==> config.mk <==
export PLATFORM = sky130hd
export DESIGN_NAME = sparse_polynomial_add_top
export DESIGN_NICKNAME = d
export VERILOG_FILES = /design/src/hw/rtl/spa_pkg.sv /design/src/hw/rtl/sparse_polynomial_add_top.sv /design/src/hw/rtl/spa_ram.sv /design/src/hw/rtl/spa_merge.sv
export SDC_FILE = /design/constraint.sdc
export NUM_CORES = 1
export LEC_CHECK = 0
export ABC_CLOCK_PERIOD_IN_PS = 6200
export BUFFER_PORTS_ARGS = -buffer_cell sky130_fd_sc_hd__buf_2
export CAP_MARGIN = 20
export CELL_PAD_IN_SITES_DETAIL_PLACEMENT = 1
export CELL_PAD_IN_SITES_GLOBAL_PLACEMENT = 1
export CORE_UTILIZATION = 50
export CTS_CLUSTER_DIAMETER = 150
export CTS_CLUSTER_SIZE = 28
export DETAILED_ROUTE_END_ITERATION = 8
export GPL_ROUTABILITY_DRIVEN = 1
export HOLD_SLACK_MARGIN = 0.15
export PLACE_DENSITY = 0.77
export SLEW_MARGIN = 20
export SYNTH_ARGS = -nofsm -noshare
export SYNTH_HDL_FRONTEND = slang
export SYNTH_HIERARCHICAL = 1
export SYNTH_SLANG_ARGS = --single-unit
==> constraint.sdc <==
create_clock -name clk -period 6.2 [get_ports clk]
set_input_delay 0 -clock clk [delete_from_list [all_inputs] [get_ports clk]]
set_output_delay 0 -clock clk [all_outputs]
set_load 0.05 [all_outputs]
==> src/hw/rtl/spa_pkg.sv <==
// ----------------------------------------------------------------------------
// spa_pkg: shared types and codes for the sparse polynomial adder
// Item structs, command codes and stored term layout.
// ----------------------------------------------------------------------------
`timescale 1ns / 1ps

package spa_pkg;

  localparam int COEF_W = 16;
  localparam int EXP_W  = 16;
  localparam int SUM_W  = COEF_W + 1;
  localparam int TERM_W = COEF_W + EXP_W;

  localparam logic [1:0] CMD_LOAD_FIRST  = 2'd0;
  localparam logic [1:0] CMD_LOAD_SECOND = 2'd1;
  localparam logic [1:0] CMD_ADD         = 2'd2;

  typedef struct packed {
    logic [1:0]               command;
    logic signed [COEF_W-1:0] coefficient;
    logic [EXP_W-1:0]         exponent;
  } spa_in_t;

  typedef struct packed {
    logic signed [SUM_W-1:0] sum_coefficient;
    logic [EXP_W-1:0]        term_exponent;
    logic                    last_term;
    logic                    empty_result;
    logic                    terms_dropped;
  } spa_out_t;

  // Status from the merge sequencer to the list control
  typedef struct packed {
    logic busy;
    logic done;
  } spa_stat_t;

endpackage

==> src/hw/rtl/sparse_polynomial_add_top.sv <==
// ----------------------------------------------------------------------------
// sparse_polynomial_add_top: sparse polynomial adder (sorted-list merge)
// Usage: items on in_data (valid/ready) carry a command. A load command
// appends one term to the first or second list; a load into a
// full list is dropped and raises the dropped flag. An add command merges
// both lists by descending exponent and emits one out_data item per result
// term, last_term on the final one; with both lists empty it emits a single
// item flagged empty_result. Lists and the dropped flag clear after an add.
// Sequence: each result term takes a RAM read state, then a compare/add
// state through the shared unit; in_ready stays low until the add is done.
// The output register lets a load or the next add be taken while the last
// result still waits. A receiver stall holds out_data and freezes the merge.
// Reset: rst_n (synchronous, active low) empties both lists and the flag;
// list storage is not cleared, entries are only read after being written.
// ----------------------------------------------------------------------------
`timescale 1ns / 1ps

module sparse_polynomial_add_top
  import spa_pkg::*;
#(
  parameter int MAX_TERMS = 16
) (
  input  logic     clk,
  input  logic     rst_n,
  input  logic     in_valid,
  output logic     in_ready,
  input  spa_in_t  in_data,
  output logic     out_valid,
  input  logic     out_ready,
  output spa_out_t out_data
);

  localparam int IDX_W = (MAX_TERMS > 1) ? $clog2(MAX_TERMS) : 1;
  localparam int CNT_W = $clog2(MAX_TERMS + 1);
  localparam logic [CNT_W-1:0] FULL = CNT_W'(MAX_TERMS);

  logic [CNT_W-1:0]  cnt_a_r, cnt_a_nxt, cnt_b_r, cnt_b_nxt;
  logic              ovf_r, ovf_nxt;
  logic              in_fire, we_a, we_b, start;
  logic [TERM_W-1:0] wdata, rd_a, rd_b;
  logic [IDX_W-1:0]  raddr_a, raddr_b;
  spa_stat_t         stat;

  // Accept items only while the merge sequencer is idle
  assign in_ready = !stat.busy;
  assign in_fire  = in_valid && in_ready;
  assign wdata    = {in_data.coefficient, in_data.exponent};

  always_comb begin
    cnt_a_nxt = cnt_a_r;
    cnt_b_nxt = cnt_b_r;
    ovf_nxt   = ovf_r;
    we_a      = 1'b0;
    we_b      = 1'b0;
    start     = 1'b0;
    if (stat.done) begin
      // Drop both lists and the flag once the final result is loaded
      cnt_a_nxt = '0;
      cnt_b_nxt = '0;
      ovf_nxt   = 1'b0;
    end else if (in_fire) begin
      case (in_data.command)
        CMD_LOAD_FIRST: begin
          if (cnt_a_r == FULL) begin
            ovf_nxt = 1'b1;
          end else begin
            we_a      = 1'b1;
            cnt_a_nxt = cnt_a_r + 1'b1;
          end
        end
        CMD_LOAD_SECOND: begin
          if (cnt_b_r == FULL) begin
            ovf_nxt = 1'b1;
          end else begin
            we_b      = 1'b1;
            cnt_b_nxt = cnt_b_r + 1'b1;
          end
        end
        CMD_ADD: begin
          start = 1'b1;
        end
        default: begin
          // unknown command: take the item, change nothing
        end
      endcase
    end
  end

  always_ff @(posedge clk) begin
    if (!rst_n) begin
      cnt_a_r <= '0;
      cnt_b_r <= '0;
      ovf_r   <= 1'b0;
    end else begin
      cnt_a_r <= cnt_a_nxt;
      cnt_b_r <= cnt_b_nxt;
      ovf_r   <= ovf_nxt;
    end
  end

  spa_ram #(
    .WIDTH(TERM_W),
    .DEPTH(MAX_TERMS)
  ) u_ram_a (
    .clk  (clk),
    .we   (we_a),
    .waddr(cnt_a_r[IDX_W-1:0]),
    .wdata(wdata),
    .raddr(raddr_a),
    .rdata(rd_a)
  );

  spa_ram #(
    .WIDTH(TERM_W),
    .DEPTH(MAX_TERMS)
  ) u_ram_b (
    .clk  (clk),
    .we   (we_b),
    .waddr(cnt_b_r[IDX_W-1:0]),
    .wdata(wdata),
    .raddr(raddr_b),
    .rdata(rd_b)
  );

  spa_merge #(
    .MAX_TERMS(MAX_TERMS)
  ) u_merge (
    .clk      (clk),
    .rst_n    (rst_n),
    .start    (start),
    .cnt_a    (cnt_a_r),
    .cnt_b    (cnt_b_r),
    .dropped  (ovf_r),
    .rd_a     (rd_a),
    .rd_b     (rd_b),
    .raddr_a  (raddr_a),
    .raddr_b  (raddr_b),
    .stat     (stat),
    .out_valid(out_valid),
    .out_ready(out_ready),
    .out_data (out_data)
  );

  // Counts never pass the list depth
  a_cnt_range: assert property (@(posedge clk) disable iff (!rst_n)
    cnt_a_r <= FULL && cnt_b_r <= FULL)
    else $error("list count beyond depth");

  // Finishing an add empties both lists and the dropped flag
  a_done_clears: assert property (@(posedge clk) disable iff (!rst_n)
    stat.done |=> (cnt_a_r == '0 && cnt_b_r == '0 && !ovf_r))
    else $error("lists not cleared after add");

  // An empty result is always the only, and so the last, item of its add
  a_empty_last: assert property (@(posedge clk) disable iff (!rst_n)
    out_valid && out_data.empty_result |-> out_data.last_term)
    else $error("empty result without last marker");

  // Lists do not change while a merge is in progress
  a_busy_hold: assert property (@(posedge clk) disable iff (!rst_n)
    stat.busy && !stat.done |=> $stable(cnt_a_r) && $stable(cnt_b_r))
    else $error("list changed during merge");

endmodule

==> src/hw/rtl/spa_ram.sv <==
// ----------------------------------------------------------------------------
// spa_ram: generic single-write, single-read RAM
// One write port, one read port with registered read data.
// ----------------------------------------------------------------------------
`timescale 1ns / 1ps

module spa_ram #(
  parameter int WIDTH = 32,
  parameter int DEPTH = 16,
  localparam int AW = (DEPTH > 1) ? $clog2(DEPTH) : 1
) (
  input  logic             clk,
  input  logic             we,
  input  logic [AW-1:0]    waddr,
  input  logic [WIDTH-1:0] wdata,
  input  logic [AW-1:0]    raddr,
  output logic [WIDTH-1:0] rdata
);

  logic [WIDTH-1:0] mem [DEPTH];
  logic [WIDTH-1:0] rdata_r;

  always_ff @(posedge clk) begin
    if (we) begin
      mem[waddr] <= wdata;
    end
    rdata_r <= mem[raddr];
  end

  assign rdata = rdata_r;

endmodule

==> src/hw/rtl/spa_merge.sv <==
// ----------------------------------------------------------------------------
// spa_merge: merge sequencer for two sorted term lists
// Fetches one term from each list, compares exponents, adds coefficients
// in one shared unit and loads the output register, one term per pass.
// ----------------------------------------------------------------------------
`timescale 1ns / 1ps

module spa_merge
  import spa_pkg::*;
#(
  parameter int MAX_TERMS = 16,
  localparam int IDX_W = (MAX_TERMS > 1) ? $clog2(MAX_TERMS) : 1,
  localparam int CNT_W = $clog2(MAX_TERMS + 1)
) (
  input  logic              clk,
  input  logic              rst_n,
  input  logic              start,
  input  logic [CNT_W-1:0]  cnt_a,
  input  logic [CNT_W-1:0]  cnt_b,
  input  logic              dropped,
  input  logic [TERM_W-1:0] rd_a,
  input  logic [TERM_W-1:0] rd_b,
  output logic [IDX_W-1:0]  raddr_a,
  output logic [IDX_W-1:0]  raddr_b,
  output spa_stat_t         stat,
  output logic              out_valid,
  input  logic              out_ready,
  output spa_out_t          out_data
);

  localparam logic [1:0] S_IDLE  = 2'd0;
  localparam logic [1:0] S_FETCH = 2'd1;
  localparam logic [1:0] S_EMIT  = 2'd2;
  localparam logic [1:0] S_EMPTY = 2'd3;

  logic [1:0]       state_r, state_nxt;
  logic [CNT_W-1:0] i_r, i_nxt, j_r, j_nxt;
  logic             out_valid_r, out_valid_nxt;
  spa_out_t         out_data_r, out_data_nxt;

  logic                    a_has, b_has, a_gt, ex_eq, take_a, take_b;
  logic signed [SUM_W-1:0] opnd_a, opnd_b, sum;
  logic [EXP_W-1:0]        ex_a, ex_b, ex_sel;
  logic [CNT_W-1:0]        i_adv, j_adv;
  logic                    last, out_free, done;

  assign ex_a  = rd_a[EXP_W-1:0];
  assign ex_b  = rd_b[EXP_W-1:0];
  assign a_has = i_r < cnt_a;
  assign b_has = j_r < cnt_b;
  assign a_gt  = ex_a > ex_b;
  assign ex_eq = ex_a == ex_b;

  assign take_a = a_has && (!b_has || a_gt || ex_eq);
  assign take_b = b_has && (!a_has || !a_gt);

  // Shared adder: an untaken side contributes zero
  assign opnd_a = take_a ? SUM_W'(signed'(rd_a[TERM_W-1:EXP_W])) : '0;
  assign opnd_b = take_b ? SUM_W'(signed'(rd_b[TERM_W-1:EXP_W])) : '0;
  assign sum    = opnd_a + opnd_b;
  assign ex_sel = take_a ? ex_a : ex_b;

  assign i_adv = i_r + CNT_W'(take_a);
  assign j_adv = j_r + CNT_W'(take_b);
  assign last  = (i_adv == cnt_a) && (j_adv == cnt_b);

  assign out_free = !out_valid_r || out_ready;

  always_comb begin
    state_nxt     = state_r;
    i_nxt         = i_r;
    j_nxt         = j_r;
    out_valid_nxt = out_valid_r && !out_ready;
    out_data_nxt  = out_data_r;
    done          = 1'b0;
    case (state_r)
      S_IDLE: begin
        if (start) begin
          i_nxt     = '0;
          j_nxt     = '0;
          state_nxt = (cnt_a == '0 && cnt_b == '0) ? S_EMPTY : S_FETCH;
        end
      end
      S_FETCH: begin
        state_nxt = S_EMIT;
      end
      S_EMIT: begin
        if (out_free) begin
          out_valid_nxt                = 1'b1;
          out_data_nxt.sum_coefficient = sum;
          out_data_nxt.term_exponent   = ex_sel;
          out_data_nxt.last_term       = last;
          out_data_nxt.empty_result    = 1'b0;
          out_data_nxt.terms_dropped   = dropped;
          i_nxt                        = i_adv;
          j_nxt                        = j_adv;
          if (last) begin
            state_nxt = S_IDLE;
            done      = 1'b1;
          end else begin
            state_nxt = S_FETCH;
          end
        end
      end
      S_EMPTY: begin
        if (out_free) begin
          out_valid_nxt                = 1'b1;
          out_data_nxt.sum_coefficient = '0;
          out_data_nxt.term_exponent   = '0;
          out_data_nxt.last_term       = 1'b1;
          out_data_nxt.empty_result    = 1'b1;
          out_data_nxt.terms_dropped   = dropped;
          state_nxt                    = S_IDLE;
          done                         = 1'b1;
        end
      end
      default: begin
        state_nxt = S_IDLE;
      end
    endcase
  end

  always_ff @(posedge clk) begin
    if (!rst_n) begin
      state_r     <= S_IDLE;
      i_r         <= '0;
      j_r         <= '0;
      out_valid_r <= 1'b0;
    end else begin
      state_r     <= state_nxt;
      i_r         <= i_nxt;
      j_r         <= j_nxt;
      out_valid_r <= out_valid_nxt;
    end
  end

  always_ff @(posedge clk) begin
    out_data_r <= out_data_nxt;
  end

  // Pointer equal to the depth only occurs past the end; that read is unused
  assign raddr_a   = i_r[IDX_W-1:0];
  assign raddr_b   = j_r[IDX_W-1:0];
  assign stat.busy = state_r != S_IDLE;
  assign stat.done = done;
  assign out_valid = out_valid_r;
  assign out_data  = out_data_r;

endmodule

======== After elaboration in Yosys (flattened, before gate mapping) ========
Memories as Yosys holds them, arrays and structs flattened. A register that Yosys moved wholly into a read port is not among the register bits.
Cells that the tools add are included.
Widths: inputs -> output; s select.
operators by class
  $add $sub $neg .......................... 5
  $lt $le $gt $ge ......................... 3
  equal/unequal tests ..................... 15
  multiplexer cells ....................... 41
  bitwise logic cells ..................... 3
  reductions and logical operators ........ 32
operator list
  cell                 count
  $mux 36              2
  $pmux 36 s2          1
  $mux 17              2
  $mux 1               23
  $pmux 5 s2           2
  $add 17x17->17       1
  $eq 16x16->1         1
  $gt 16x16->1         1
  $mux 16              1
  $mux 5               3
  $reduce_and 3->1     5
  $add 5x1->5          2
  $add 5x1->5 const B  2
  $eq 5x5->1           2
  $eq 5x5->1 const B   2
  $logic_not 5->1      2
  $lt 5x5->1           2
  $mux 2               4
  $pmux 2 s4           1
  $reduce_bool 2->1    4
  $eq 2x2->1 const B   3
  $logic_and 1x1->1    6
  $logic_not 1->1      6
  $ne 2x2->1 const B   3
  8 further kinds      18
word-level totals
  register bits after elaboration ......... 60
  memory bits (writable) .................. 1024
  input bits .............................. 38
  output and inout bits ................... 38
  word-level logic and storage cells ...... 113
  memories ................................ 2
memories
  memory       depth  bits a word  read ports  clocked after Yosys merged registers in  wr ports  RTL line       RTL
  u_ram_a.mem  16     32           1           1                                        1         spa_ram.sv:20  logic [WIDTH-1:0] mem [DEPTH];
  u_ram_b.mem  16     32           1           1                                        1         spa_ram.sv:20

======== Logic depth before layout (Yosys ltp) ========
  word-level depth ........................ 14
  depth in mapped cells ................... 21
  depth with buffers taken out ............ 19

======== Hierarchy ========
The synthesis kept the hierarchy.
modules (own cells, without submodules)
  module                     times used  cells each  area each (µm²)  sequential area each (µm²)
  spa_ram (u_ram_b)          1           838         19854.0          16015.4
  spa_ram (u_ram_a)          1           838         19835.3          16015.4
  spa_merge                  1           414         3938.8           1341.3
  sparse_polynomial_add_top  1           80          693.2            220.2

======== Worst setup path before layout ========
Ideal clock, no wire load.
  kind .................................... register to register
  start ................................... register cnt_b_r[2]
  end ..................................... memory u_ram_a.mem[0][0], enable pin
  setup time .............................. 0.461 ns
  data arrival time ....................... 6.108 ns
  required time ........................... 5.739 ns
  slack ................................... -0.369 ns
  stages on the path, launching flop included .. 19
  buffers on the path ..................... 2
  period minus slack after synthesis ...... 6.569 ns
  cell sequence ........................... dfxtp_1 > inv_1 > ha_1 > a21o_1 > a31oi_1 > o21ai_0 > o21ai_2 > nand2_2 > buf_2 > ha_1 > ha_1 > nor3b_1 > o221ai_1 > a211oi_1 > o21a_1 > buf_4 > nor4_1 > or3b_2 > nor3_1
between the ends
  cells in the longest elaborated chain, start to end .. 14
  elaborated cells between the ends (all ways) .. 17
  classes of those cells .................. 2 x add/sub; 1 x order compare; 2 x eq/ne; 6 x mux; 6 x reduce/logical
ends and longest elaborated chain
  what                              RTL line                         RTL
  from (decl)                       sparse_polynomial_add_top.sv:37  logic [CNT_W-1:0] cnt_a_r, cnt_a_nxt, cnt_b_r, cnt_b_nxt;
  from (signal assigned)            sparse_polynomial_add_top.sv:96  cnt_b_r <= cnt_b_nxt;
  $lt 5x5->1                        spa_merge.sv:50                  assign b_has = j_r < cnt_b;
  $logic_not 1->1                   spa_merge.sv:54                  assign take_a = a_has && (!b_has || a_gt || ex_eq);
  $logic_or 1x1->1 (2 in series)    spa_merge.sv:54
  $logic_and 1x1->1                 spa_merge.sv:54
  $add 5x1->5                       spa_merge.sv:63                  assign i_adv = i_r + CNT_W'(take_a);
  $eq 5x5->1                        spa_merge.sv:65                  assign last = (i_adv == cnt_a) && (j_adv == cnt_b);
  $logic_and 1x1->1 (*)             spa_merge.sv:65
  $mux 1 (*)                        spa_merge.sv:97                  if (last) begin
  $mux 1 (*)                        spa_merge.sv:88                  if (out_free) begin
  $pmux 1 s2 (*)                    spa_merge.sv:76                  case (state_r)
  net u_merge.done                  spa_merge.sv:45                  logic last, out_free, done;
  $mux 1 (*)                        sparse_polynomial_add_top.sv:56  if (stat.done) begin
  net we_a                          sparse_polynomial_add_top.sv:39  logic in_fire, we_a, we_b, start;
  $mux 1 (*)                        spa_ram.sv:24                    if (we) begin
  $mux 1 (not written as such) (*)  spa_ram.sv:25                    mem[waddr] <= wdata;
  to (decl)                         spa_ram.sv:20
Mark *: on every way through the listed nets, which the timed path passes. The rest lies on a longest branch.

==> summary.md <==
| Metric | Value |
|---|---|
| Crit path max fanout | 19 |
| Yosys Warn Count | 6 |
| Setup repair after global routing missed its margin | false |
| Clock-pin slew on the worst setup and hold paths | 0.12 ns |
| H-tree depth | 2 |
| Hold Path Class | in -> reg |
| P&R area growth vs syn | 8.74% |
| Worst Hold End | u_merge/state_r[0] |
| Most area-consuming cells after synthesis | edfxtp_1 (72%), mux4_2 (13%), dfxtp_1 (4.0%), a22oi_1 (2.2%), ha_1 (1.4%) |
| DR vias | 21500 |
| Clock sinks | 1148 |
| Setup Skew | 0.0330 ns |
| Post-DP HPWL | 62800 microns |
| Initial antenna violation count | 3 |
| Worst Hold Slack | 0.348 ns |
| CP bufs+invs | 1 |
| IO Pins | 76 |
| Cell count of the worst hold path | 5 |
| Worst Setup Path Type | reg -> reg |
| Reg2reg end | u_ram_b/mem[1][17] |
| Vias in the first global route | 22600 |
| # rows | 108 |
| Period utilization | 0.958 |
| Fraction of registers with async set/reset | 0 |
| Max cap viols | 0 |
| Avg Cell Area, Syn | 20.4 sq um |
| Die ar. | 89800 sq um |
| CP dominant cell by count | ha_1 |
| Largest net degree at the start of global routing | 132 |
| Antenna cells | 0 |
| Worst path top cell family by delay | simple AND/OR/NAND/NOR gates |
| Leading area contributor after synthesis | edfxtp_1 |
| CP Cell Sequence | ha_1, a21o_1, a31oi_1, o21ai_0, o21ai_2, nand2_2, ha_1, ha_1, nor3b_1, o221ai_1, a211oi_1, o21a_1, nor4_1, or3b_2, nor2_4, buf_12 |
| Core ar. | 87300 sq um |
| Syn Inst Count | 2170 |
| DR iter-0 viols | 2202 |
| Routed WL per cell | 30.2 microns |
| Root Driver | clkbuf_16 |
| Routed wire length | 105000 microns |
| Final setup violation count | 0 |
| GRT overflow | 0 |
| Die H | 300 microns |
| Layout cell share with drive strength beyond 1 | 0.214 |
| Max Slew Vio Count | 0 |
| Status | finished clean |
| Vias/cell | 6.21 |
| Pwr Density | 267 nW/um^2 |
| Startpoint type of the worst setup path | flop |
| Post-route antenna net violation count | 0 |
| Routability cong. | 0.868 |
| Worst skew pair latency | 0.64 ns |
| Number of synthesized flops with an enable pin | 1060 |
| Synthesized net count | 2257 |
| Tot Pwr | 12.9 mW |
| Critical path endpoint category | flop |
| Tmin final | 5.94 ns |
| Setup tns final | 0 ns |
| Dominant synthesized flop cell | edfxtp_1 |
| Hold path start | out_ready |
| Reg-to-reg setup timing slack | 0.26 ns |
| Max stage delay on crit path | 0.74 ns |
| VDD IR max | 0.242 mV |
| Post-synthesis cell type count | 69 |
| Global-route wire length before repair | 154000 microns |
| Sequential element share of the synthesized area | 0.758 |
| DR pass1 iterations | 5 |
| Slowest CP cell | nor4_1 |
| Layout net count | 2363 |
| Data arrival time of the critical path | 6.27 ns |
| Die Width | 300 microns |
| Leakage power | 14.8 nW |
| Synth Cell Area | 44300 sq um |
| Req. time, crit path | 6.53 ns |
| Worst-margin pin slew | 1.09 ns |
| Fmax | 0.168 GHz |
| FF-to-FF Start | u_merge/j_r[2] |
| Reg2reg path depth | 16 |
| CTS buffer count | 46 |
| Final hold violations | 0 |
| CTS tree | yes |
| Yosys top cell area share | 0.718 |
| CTS Buffer Depth | 3 |
| Rel. slew slack | 0.272 |
| Starting Density | 0.508 |
| GRT Util Overall | 0.236 |
| Yosys reg bits | 1148 |
| Remaining DRCs | 0 |
| Number of I/O port buffers | 75 |
| Fill cell count | 7615 |
==> synthesized netlist by cell type, drive strengths merged, types with 7 or more instances <==
master and n:
mux4 256, o31ai 8, a21oi 27, and2 41
a21boi 14, inv 35, nor2b 12, nor3 15
xor2 8, ha 48, nand2b 12, a22o 15
nor4 7, o21ai 21, dfxtp 88, clkbuf 43
a22oi 132, nand4 8, nand3b 8, nand3 21
xnor2 14, nand2 92, buf 66, nor2 51
o21a 7, edfxtp 1060
==> flip-flops by register name, indices dropped and copies added, names as in the netlist, 2 cells and up <==
name,count
cnt_a_r,5
cnt_b_r,5
u_merge/i_r,5
u_merge/j_r,5
u_merge/out_data,36
u_merge/state_r,2
u_ram_a/mem,512
u_ram_a/rdata,32
u_ram_b/mem,512
u_ram_b/rdata,32
==> kinds of logic (layout without fill, tap and decap cells) <==
kind of cell               after synthesis  after routing  synth area share
muxes                                  257            257             0.130
xor gates and xnor gates                22             22           0.00435
adders and majority gates               49             49            0.0140
AOI/OAI and AO/OA                      251            251            0.0420
and+or+nand+nor                        299            299            0.0357
buffers and inverters                  144            287            0.0158
DFF                                   1148           1148             0.758
==> how the worst max path moves through the flow <==
stage / start / cells past startpoint / to
after CTS: u_merge/j_r[2] / 16 / u_ram_b/mem[11][16]
after global routing: cnt_b_r[2] / 17 / u_ram_b/mem[11][16]
after floorplan: cnt_b_r[2] / 18 / u_ram_b/mem[4][0]
after detailed placement: cnt_b_r[2] / 17 / u_ram_b/mem[11][10]
after global placement: cnt_b_r[2] / 17 / u_ram_b/mem[0][12]
final: u_merge/j_r[2] / 16 / u_ram_b/mem[1][17]
==> placed cells by master, fill, tap and decap left out, types with 12 or more instances in the layout <==
master,netlist,final
buf_12,0,14
nor2_1,51,25
xnor2_1,14,14
nand3_1,21,21
edfxtp_1,1060,1060
ha_1,48,48
nand2b_1,12,12
mux4_2,256,256
a22oi_1,132,132
nor2_4,0,26
dlygate4sd3_1,0,42
o21ai_0,20,20
dfxtp_1,88,84
clkbuf_1,42,37
clkbuf_16,0,47
inv_1,35,34
buf_4,30,34
a21oi_1,25,25
and2_1,41,39
buf_2,12,75
nand2_1,91,91
a22o_1,15,15
==> metal layers <==
layer  global-route usage  up-vias  wire length, microns
met1                0.330    11500                 43700
met5                    0        -                     0
met3               0.0292      116                  6180
met2                0.400      815                 52700
met4               0.0549        0                  2310
li1                     -     9081                     -
==> timing repair <==
item	CTS	global route
hold buffers	42	0
endpoints found under the hold margin	1048	0
setup buffers	0	0
resized for setup	0	0
==> area by class of cell <==
type                    instances  area (sq um)  area share
clock buffers                  84          1320      0.0273
clock inverters                 1          8.76    0.000182
inverters                      35           131     0.00273
multi-input cells             878         10300       0.214
flip-flops and latches       1148         33600       0.697
well taps                    1155          1450      0.0300
repair buffers                167          1370      0.0284
==> where the power goes <==
| part | switching [mW] | internal, mW |
|---|---|---|
| sequential | 0.0290 | 8.52 |
| clock | 2.21 | 1.46 |
| combinational | 0.461 | 0.194 |
==> stage by stage <==
stage / std cells / area [sq um] / utilization / worst slack, ns
2_1_floorplan: 2170 / 44300 / - / -0.0683
3_3_place_gp: 3340 / 46400 / 0.532 / 0.660
3_5_place_dp: 3340 / 46400 / 0.532 / 0.421
4_1_cts: 3467 / 48200 / 0.552 / 0.357
5_1_grt: 3468 / 48200 / 0.552 / 0.0213
6_report: 3468 / 48200 / 0.552 / 0.257
==> worst register-to-register path: stages (launching register included) <==
cell,delay [ns]
dfxtp_1,0.64
ha_1,0.34
a21o_1,0.17
a31oi_1,0.13
o21ai_0,0.21
o21ai_2,0.32
nand2_2,0.25
ha_1,0.30
ha_1,0.26
nor3b_1,0.17
o221ai_1,0.25
a211oi_1,0.17
o21a_1,0.29
nor4_1,0.74
or3b_2,0.65
nor2_4,0.48
buf_12,0.26
(Power assumes the default switching activity.)
